`src/hdl/sacm_ram.sv`:
```
`timescale 1ns / 1ps
module sacm_ram #(
    parameter int WIDTH = 8,
    parameter int DEPTH = 16
) (
    input  logic                                  clk,
    input  logic                                  we,
    input  logic [(DEPTH > 1 ? $clog2(DEPTH) : 1)-1:0] waddr,
    input  logic [WIDTH-1:0]                      wdata,
    input  logic                                  re,
    input  logic [(DEPTH > 1 ? $clog2(DEPTH) : 1)-1:0] raddr,
    output logic [WIDTH-1:0]                      rdata
);

    logic [WIDTH-1:0] mem [DEPTH];

    // single write port, registered read
    always_ff @(posedge clk)
    begin
        if (we)
        begin
            mem[waddr] <= wdata;
        end
        if (re)
        begin
            rdata <= mem[raddr];
        end
    end

endmodule

```
`config.mk`:
```
export PLATFORM = sky130hd
export DESIGN_NAME = sacm_ram
export DESIGN_NICKNAME = d
export VERILOG_FILES = /design/src/hdl/sacm_ram.sv
export SDC_FILE = /design/constraint.sdc
export NUM_CORES = 1
export LEC_CHECK = 0
export BUFFER_PORTS_ARGS = -buffer_cell sky130_fd_sc_hd__buf_2
export CAP_MARGIN = 10
export CORE_UTILIZATION = 35
export CTS_CLUSTER_SIZE = 12
export DETAILED_ROUTE_END_ITERATION = 8
export PLACE_DENSITY_LB_ADDON = 0.05
export SLEW_MARGIN = 20
export SYNTH_ARGS = -nofsm -noshare
export SYNTH_HDL_FRONTEND = slang
export SYNTH_SLANG_ARGS = --single-unit
```
`constraint.sdc`:
```
create_clock -name clk -period 3.8 [get_ports clk]
set_input_delay 0.38 -clock clk [delete_from_list [all_inputs] [get_ports clk]]
set_output_delay 0.38 -clock clk [all_outputs]
set_load 0.05 [all_outputs]
```
==> results of run 1 <==
==> kinds of logic (layout without fill, tap and decap cells) <==
family	after synthesis	in the layout	synth area share (%)
AOI/OAI and AO/OA	16	16	2.298
buffers and inverters	10	63	1.651
DFF	136	136	78.12
muxes	32	32	14.79
and+or+nand+nor	35	35	3.136
==> sequential cells by signal, indices dropped and copies added (netlist names) <==
register and flops:
mem 128, rdata 8
==> how the worst min path moves through the flow <==
stage	start	endpoint	slack, ns
after floorplan	wdata[0]	mem[0][0]	0.48
after global placement	mem[5][2]	rdata[2]	0.74
after detailed placement	mem[7][6]	rdata[6]	0.74
after CTS	re	rdata[5]	0.33
after global routing	re	rdata[5]	0.33
final	re	rdata[5]	0.34
==> layout by cell type (no fill, tap or decap) <==
| cell | synthesis | routed |
|---|---|---|
| a22oi_1 | 16 | 16 |
| nand3_1 | 1 | 1 |
| nand2b_1 | 2 | 2 |
| clkinvlp_4 | 0 | 1 |
| bufinv_16 | 0 | 3 |
| nor2_1 | 13 | 12 |
| mux4_1 | 14 | 14 |
| clkbuf_16 | 0 | 17 |
| and2_1 | 1 | 1 |
| clkbuf_1 | 0 | 1 |
| mux4_2 | 18 | 18 |
| buf_2 | 3 | 26 |
| nor2b_1 | 1 | 1 |
| or3b_2 | 1 | 1 |
| nand2_1 | 9 | 9 |
| edfxtp_1 | 136 | 136 |
| nor3_1 | 4 | 4 |
| nor2_2 | 0 | 1 |
| clkinv_2 | 0 | 4 |
| buf_4 | 1 | 6 |
| and2b_1 | 1 | 1 |
| nand3b_1 | 2 | 2 |
| clkinv_1 | 0 | 5 |
==> layer usage <==
layer / vias up / global-route usage, % / part of all wire (%)
met3: 11 / 5.474 / 4.7
met2: 53 / 21.77 / 45
met4: 2 / 4.890 / 1.0
met5: - / 0 / 0.13
met1: 1226 / 22.10 / 49
li1: 1063 / - / -
==> final cells by class <==
| type | instances | area share (%) |
|---|---|---|
| well taps | 184 | 3.765 |
| repair buffers | 32 | 2.865 |
| clock inverters | 13 | 2.230 |
| clock buffers | 18 | 7.019 |
| multi-input cells | 83 | 17.33 |
| flip-flops and latches | 136 | 66.79 |
==> through the flow <==
step | area (um2) | utilization, %
4_1_cts | 6112 | 42.05
5_1_grt | 6115 | 42.07
3_3_place_gp | 5547 | 38.16
6_report | 6115 | 42.07
2_1_floorplan | 5228 | -
3_5_place_dp | 5547 | 38.16
==> report_power, final <==
| part | switching (W) | internal, W |
|---|---|---|
| logic | 0.000113 | 0.0000605 |
| registers | 0.00000917 | 0.00169 |
| clock network | 0.000575 | 0.00101 |
| total | 0.000697 | 0.00276 |
==> impl_metrics.prom, run 1 <==
# TYPE chip_impl_metric gauge
chip_impl_metric{name="worst-r2r-cell-count",unit=""} 3
chip_impl_metric{name="die-width",unit="um"} 124.2
chip_impl_metric{name="post-dp-hpwl",unit="um"} 6666
chip_impl_metric{name="drive_above_1_share",unit="%"} 27.30
chip_impl_metric{name="synth-warning-count",unit=""} 0
chip_impl_metric{name="io_pins",unit=""} 27
chip_impl_metric{name="post_placement_setup_slack",unit="ns"} 1.304
chip_impl_metric{name="die_area",unit="mm2"} 0.01543
chip_impl_info{name="r2r_start",value="mem[0][7]"} 1
chip_impl_metric{name="async_reset_ff_share",unit="%"} 0
chip_impl_info{name="clockRootBuffer",value="clkbuf_16"} 1
chip_impl_metric{name="worst_case_clock_skew",unit="ns"} 0.006228
chip_impl_metric{name="ctsHtreeMaxLevel",unit=""} 4
chip_impl_metric{name="wirelength",unit="um"} 10940
chip_impl_metric{name="cp.arrival",unit="ns"} 2.16
chip_impl_info{name="synthTopCellsByArea",value="edfxtp_1, mux4_2, mux4_1"} 1
chip_impl_metric{name="timing.reg2reg.setup_slack",unit="ns"} 2.29
chip_impl_info{name="endpoint",value="rdata[3]"} 1
chip_impl_metric{name="critical-path-max-stage-delay",unit="ns"} 0.64
chip_impl_info{name="cts_tree",value="built"} 1
chip_impl_metric{name="multi_input_area",unit="mm2"} 0.001060
chip_impl_metric{name="avgViaCountPerCell",unit=""} 5.054
chip_impl_metric{name="setup_violations",unit=""} 0
chip_impl_metric{name="synth_enable_flop_cells",unit=""} 136
chip_impl_metric{name="period_minus_ws_final",unit="ns"} 2.004
chip_impl_metric{name="synth-seq-cells",unit=""} 136
chip_impl_metric{name="period_share",unit="%"} 52.73
chip_impl_metric{name="initial_utilization",unit="%"} 35.97
chip_impl_info{name="startpoint",value="raddr[0]"} 1
chip_impl_metric{name="worst_hold_slack",unit="ns"} 0.3374
chip_impl_metric{name="synth-seq-area-share",unit="%"} 78.12
chip_impl_metric{name="detailroute.via_count",unit=""} 2355
chip_impl_metric{name="max_cap_viol_count",unit=""} 0
chip_impl_metric{name="die_height",unit="um"} 124.2
chip_impl_metric{name="postSynthNetCount",unit=""} 248
chip_impl_metric{name="ant_nets",unit=""} 0
chip_impl_metric{name="ys_types",unit=""} 18
chip_impl_metric{name="worst_setup_hold_path_clk_slew",unit="ns"} 0.06
chip_impl_metric{name="worst_skew_pair.late_latency",unit="ns"} 0.41
chip_impl_metric{name="gp_congestion",unit=""} 0.7035
chip_impl_metric{name="sum_of_negative_setup_slack",unit="ns"} 0
chip_impl_metric{name="syn_inst",unit=""} 229
chip_impl_metric{name="numCtsBuffers",unit=""} 17
chip_impl_metric{name="max-clock-path-buffers",unit=""} 2
chip_impl_metric{name="synth_area",unit="mm2"} 0.005228
chip_impl_metric{name="grt_max_degree",unit=""} 33
chip_impl_info{name="status",value="completed"} 1
chip_impl_info{name="worst_reg2reg_endpoint",value="rdata[7]"} 1
chip_impl_metric{name="fin_nets",unit=""} 289
chip_impl_metric{name="post_cts_resize_count",unit=""} 0
chip_impl_metric{name="timing.critical_path.fanout_max",unit=""} 24
chip_impl_metric{name="clock-sinks",unit=""} 136
chip_impl_metric{name="p_leak",unit="nW"} 2.017
chip_impl_metric{name="buffer_ports.inserted",unit=""} 26
chip_impl_metric{name="cellPowerDensity",unit="mW/mm2"} 565.6
chip_impl_metric{name="antenna_found_initial",unit=""} 1
chip_impl_metric{name="power.total",unit="W"} 0.003458
chip_impl_metric{name="detailedRoute.firstPassIterationCount",unit=""} 4
chip_impl_metric{name="filler_cell_count",unit=""} 1295
chip_impl_metric{name="seqCellArea",unit="mm2"} 0.004084
chip_impl_metric{name="drt-wirelength-per-cell",unit="um"} 23.47
chip_impl_metric{name="post-cts-setup-buffer-count",unit=""} 0
chip_impl_metric{name="layoutNonFillerInstCount",unit=""} 466
chip_impl_metric{name="first_iter_violations",unit=""} 195
chip_impl_metric{name="worst_ep_required_time",unit="ns"} 3.96
chip_impl_metric{name="dp_cells",unit=""} 435
chip_impl_metric{name="synthesis.area_per_instance",unit="um2"} 22.83
chip_impl_metric{name="first_pass_grt_wire_length",unit="um"} 16310
chip_impl_info{name="path_cells",value="buf_2 > buf_4 > mux4_1 > a22oi_1 > nand2_1"} 1
chip_impl_info{name="endpoint_kind",value="flip-flop"} 1
chip_impl_metric{name="critical_path_buffer_and_inverter_count",unit=""} 2
chip_impl_info{name="critical_path.startpoint_type",value="input port"} 1
chip_impl_metric{name="grtUsageTotal",unit="%"} 15.40
chip_impl_info{name="worstSetupPathType",value="input port to flip-flop"} 1
chip_impl_info{name="critPathSlowestCell",value="buf_2"} 1
chip_impl_metric{name="path_depth",unit=""} 5
chip_impl_metric{name="final-hold-violation-count",unit=""} 0
chip_impl_info{name="synthFlopType",value="edfxtp_1"} 1
chip_impl_metric{name="design.core.area",unit="mm2"} 0.01453
chip_impl_metric{name="setup_slack",unit="ns"} 1.796
chip_impl_metric{name="area_delta_synth_final",unit="%"} 16.97
chip_impl_metric{name="drt_drc_violations_left",unit=""} 0
chip_impl_metric{name="first_global_vias",unit=""} 2494
chip_impl_metric{name="antennaDiodeCount",unit=""} 0
chip_impl_info{name="netlist_top_cells_count",value="edfxtp_1, mux4_2, a22oi_1, mux4_1, nor2_1"} 1
chip_impl_metric{name="global_route.overflow_total",unit=""} 0
chip_impl_metric{name="hold_fix_buffers_cts",unit=""} 0
chip_impl_info{name="post-synth-top-area-cell",value="edfxtp_1"} 1
chip_impl_info{name="rsz0062_at_grt",value="no"} 1
chip_impl_metric{name="max_freq",unit="MHz"} 499.1
chip_impl_metric{name="placement_rows",unit=""} 44
chip_impl_metric{name="max_slew.worst_pin.slew",unit="ns"} 1.002
chip_impl_metric{name="synthDominantCellAreaShare",unit="%"} 78.12
chip_impl_info{name="hp-class",value="input port to flip-flop"} 1
chip_impl_info{name="most_common_cell_in_the_netlist",value="edfxtp_1"} 1
chip_impl_metric{name="max-slew-margin-rel",unit="%"} 32.95
chip_impl_metric{name="maxSlewViolCount",unit=""} 0
chip_impl_info{name="path_delay_family",value="buffers and inverters"} 1
chip_impl_metric{name="worstHoldPathCells",unit=""} 1
chip_impl_metric{name="ir_drop",unit="V"} 0.0003244
(Power assumes the default switching activity.)
==> run 2, diff against run 1 <==
--- a/config.mk
+++ b/config.mk
@@ -5,6 +5,7 @@
 export SDC_FILE = /design/constraint.sdc
 export NUM_CORES = 1
 export LEC_CHECK = 0
+export ABC_AREA = 1
 export BUFFER_PORTS_ARGS = -buffer_cell sky130_fd_sc_hd__buf_2
 export CAP_MARGIN = 10
 export CORE_UTILIZATION = 35
==> constraint.sdc (replaced) <==
create_clock -name clk -period 1.6 [get_ports clk]
set_input_delay 0.16 -clock clk [delete_from_list [all_inputs] [get_ports clk]]
set_output_delay 0.16 -clock clk [all_outputs]
set_load 0.05 [all_outputs]
==> impl_metrics.prom, run 2 <==
# TYPE chip_impl_metric gauge
chip_impl_metric{name="wirelength",unit="um"} 15250
chip_impl_metric{name="pwr-share-clk",unit="%"} 45.2
chip_impl_metric{name="max-slew-margin-rel",unit="%"} 54.95
chip_impl_metric{name="syn_inst",unit=""} 551
chip_impl_metric{name="synthesis.area_per_instance",unit="um2"} 10.61
chip_impl_metric{name="max_cap_viol_count",unit=""} 0
chip_impl_metric{name="power.total",unit="W"} 0.008421
chip_impl_info{name="critPathSlowestCell",value="edfxtp_1"} 1
chip_impl_metric{name="maxSlewViolCount",unit=""} 0
chip_impl_metric{name="drive_above_1_share",unit="%"} 12.64
chip_impl_metric{name="worst-r2r-cell-count",unit=""} 6
chip_impl_metric{name="worst_setup_hold_path_clk_slew",unit="ns"} 0.06
chip_impl_info{name="clockRootBuffer",value="clkbuf_16"} 1
chip_impl_metric{name="global_route.overflow_total",unit=""} 0
chip_impl_metric{name="ctsHtreeMaxLevel",unit=""} 4
chip_impl_metric{name="drt-wirelength-per-cell",unit="um"} 18.48
chip_impl_metric{name="internal-power",unit="W"} 0.006564
chip_impl_metric{name="layoutNonFillerInstCount",unit=""} 825
chip_impl_info{name="hp-class",value="input port to flip-flop"} 1
chip_impl_metric{name="worst_case_clock_skew",unit="ns"} 0.004345
chip_impl_metric{name="area_delta_synth_final",unit="%"} 17.42
chip_impl_metric{name="p_leak",unit="nW"} 2.951
chip_impl_metric{name="first_pass_grt_wire_length",unit="um"} 23650
chip_impl_metric{name="worst_ep_required_time",unit="ns"} 1.44
chip_impl_metric{name="ant_nets",unit=""} 0
chip_impl_metric{name="max_freq",unit="MHz"} 778.9
chip_impl_metric{name="synthDominantCellAreaShare",unit="%"} 69.85
chip_impl_metric{name="antenna_found_initial",unit=""} 0
chip_impl_info{name="largest-register",value="mem"} 1
chip_impl_metric{name="critical_path_buffer_and_inverter_count",unit=""} 1
chip_impl_info{name="status",value="completed"} 1
chip_impl_info{name="synthTopCellsByArea",value="edfxtp_1, nand2_1, nand3_1"} 1
chip_impl_info{name="synthFlopType",value="edfxtp_1"} 1
chip_impl_metric{name="ir_drop",unit="V"} 0.0008574
chip_impl_metric{name="first_iter_violations",unit=""} 304
chip_impl_metric{name="timing.critical_path.fanout_max",unit=""} 1
chip_impl_metric{name="post-cts-setup-buffer-count",unit=""} 0
chip_impl_metric{name="hold_fix_buffers_cts",unit=""} 0
chip_impl_metric{name="postSynthNetCount",unit=""} 570
chip_impl_info{name="largest_regs",value="mem (128), rdata (8)"} 1
chip_impl_metric{name="async_reset_ff_share",unit="%"} 0
chip_impl_metric{name="buffer_ports.inserted",unit=""} 26
chip_impl_metric{name="detailedRoute.firstPassIterationCount",unit=""} 4
chip_impl_info{name="post-synth-top-area-cell",value="edfxtp_1"} 1
chip_impl_metric{name="detailroute.via_count",unit=""} 3758
chip_impl_metric{name="net-switching-power",unit="W"} 0.001856
chip_impl_metric{name="clock-sinks",unit=""} 136
chip_impl_info{name="min_from",value="re"} 1
chip_impl_info{name="top_signal_layer_used",value="met4"} 1
chip_impl_metric{name="synth-warning-count",unit=""} 0
chip_impl_info{name="cts_tree",value="built"} 1
chip_impl_info{name="path_delay_family",value="flip-flops"} 1
chip_impl_info{name="r2r_start",value="mem[9][5]"} 1
chip_impl_metric{name="critical-path-max-stage-delay",unit="ns"} 0.41
chip_impl_metric{name="die_height",unit="um"} 131.3
chip_impl_metric{name="synth_area",unit="mm2"} 0.005847
chip_impl_metric{name="met2_wirelength",unit="um"} 7369
chip_impl_metric{name="max-clock-path-buffers",unit=""} 2
chip_impl_metric{name="setup_violations",unit=""} 0
chip_impl_info{name="netlist_top_cells_count",value="nand2_1, edfxtp_1, inv_1, nand3_1, nor2_1"} 1
chip_impl_info{name="worstSetupPathType",value="flip-flop to primary output"} 1
chip_impl_metric{name="io_pins",unit=""} 27
chip_impl_info{name="layout.cells.most_common_list",value="nand2_1, edfxtp_1, inv_1, nand3_1, buf_2"} 1
chip_impl_metric{name="grtUsageTotal",unit="%"} 19.08
chip_impl_metric{name="ys_types",unit=""} 11
chip_impl_metric{name="post-dp-hpwl",unit="um"} 9541
chip_impl_info{name="path_cells",value="buf_2"} 1
chip_impl_info{name="most_common_cell_in_the_netlist",value="nand2_1"} 1
chip_impl_metric{name="max_slew.worst_pin.slew",unit="ns"} 0.6748
chip_impl_metric{name="seqPwrFrac",unit="%"} 48.0
chip_impl_metric{name="die-width",unit="um"} 131.3
chip_impl_metric{name="antennaDiodeCount",unit=""} 0
chip_impl_metric{name="period_minus_ws_final",unit="ns"} 1.284
chip_impl_metric{name="sum_of_negative_setup_slack",unit="ns"} 0
chip_impl_metric{name="cp.arrival",unit="ns"} 1.12
chip_impl_metric{name="synth_enable_flop_cells",unit=""} 136
chip_impl_metric{name="dp_cells",unit=""} 793
chip_impl_metric{name="final-hold-violation-count",unit=""} 0
chip_impl_metric{name="worstHoldPathCells",unit=""} 1
chip_impl_metric{name="die_area",unit="mm2"} 0.01723
chip_impl_metric{name="gp_congestion",unit=""} 0.7745
chip_impl_metric{name="first_global_vias",unit=""} 3831
chip_impl_metric{name="synth-seq-area-share",unit="%"} 69.85
chip_impl_info{name="endpoint_kind",value="primary output"} 1
chip_impl_info{name="worst_reg2reg_endpoint",value="rdata[5]"} 1
chip_impl_metric{name="fin_nets",unit=""} 615
chip_impl_metric{name="routed-wl-met3",unit="um"} 527
chip_impl_info{name="final_common_cell",value="nand2_1"} 1
chip_impl_metric{name="timing.reg2reg.setup_slack",unit="ns"} 0.36
chip_impl_metric{name="power.switching_fraction",unit="%"} 22.04
chip_impl_metric{name="design.core.area",unit="mm2"} 0.01612
chip_impl_info{name="hold_path_end",value="rdata[3]"} 1
chip_impl_metric{name="wl_met1",unit="um"} 7073
chip_impl_metric{name="post_cts_resize_count",unit=""} 0
chip_impl_metric{name="synth-seq-cells",unit=""} 136
chip_impl_metric{name="worst_skew_pair.late_latency",unit="ns"} 0.41
chip_impl_metric{name="combPwrFrac",unit="%"} 6.8
chip_impl_metric{name="cellPowerDensity",unit="mW/mm2"} 1227
chip_impl_metric{name="drt_drc_violations_left",unit=""} 0
chip_impl_metric{name="largest_register_ffs",unit=""} 128
chip_impl_metric{name="numCtsBuffers",unit=""} 17
chip_impl_metric{name="period_share",unit="%"} 80.24
chip_impl_metric{name="grt_max_degree",unit=""} 36
chip_impl_metric{name="placement_rows",unit=""} 46
chip_impl_info{name="critical_path.startpoint_type",value="flip-flop"} 1
chip_impl_info{name="rsz0062_at_grt",value="no"} 1
chip_impl_metric{name="initial_utilization",unit="%"} 36.28
chip_impl_metric{name="avgViaCountPerCell",unit=""} 4.555
## run 2: logic make-up after synthesis
family	share of synthesized area, %
DFF	69.85
buffers and inverters	9.394
and+or+nand+nor	20.76
## run 2: through the flow
step | worst slack, ns | utilization [%] | area (um2) | hold slack (ns)
6_report | 0.3162 | 42.60 | 6865 | 0.1385
5_1_grt | 0.2735 | 42.60 | 6865 | 0.1369
4_1_cts | 0.2983 | 42.60 | 6865 | 0.1350
3_5_place_dp | 0.02517 | 39.08 | 6299 | 0.5720
3_3_place_gp | 0.03091 | 39.08 | 6299 | 0.5689
2_1_floorplan | 0.4892 | - | 5847 | 0.2589
## run 2: worst max path at each step
stage / startpoint / to / slack (ns) / cells after the start
floorplan: waddr[2] / mem[10][0] / 0.49 / 2
global placement: raddr[0] / rdata[5] / 0.03 / 8
detailed placement: raddr[1] / rdata[5] / 0.03 / 6
CTS: rdata[6] / rdata[6] / 0.30 / 1
global route: rdata[5] / rdata[5] / 0.27 / 1
finish: rdata[6] / rdata[6] / 0.32 / 1
## run 2: area by class of cell
class / instances / area [um2]
inverter: 102 / 382.9
fill: 1598 / 9250
clock buffer: 18 / 429.2
timing repair buffer: 50 / 347.8
tap: 216 / 270.3
sequential: 136 / 4084
clock inverter: 14 / 137.6
multi-input combinational: 289 / 1214
## run 2: metal layers
| layer | track usage (%) | vias up |
|---|---|---|
| met1 | 24.89 | 1805 |
| met3 | 3.858 | 17 |
| met2 | 31.18 | 62 |
| li1 | - | 1874 |
| met5 | 0 | - |
| met4 | 7.429 | 0 |
## run 2: power by group through the flow
stage                     clock network, W  logic (W)  registers, W
after global placement                   0   0.000583       0.00412
final                              0.00381   0.000570       0.00404
after detailed placement                 0   0.000586       0.00412
after floorplan                          0   0.000281       0.00417
after CTS                          0.00387   0.000587       0.00404
after global routing               0.00403   0.000633       0.00405
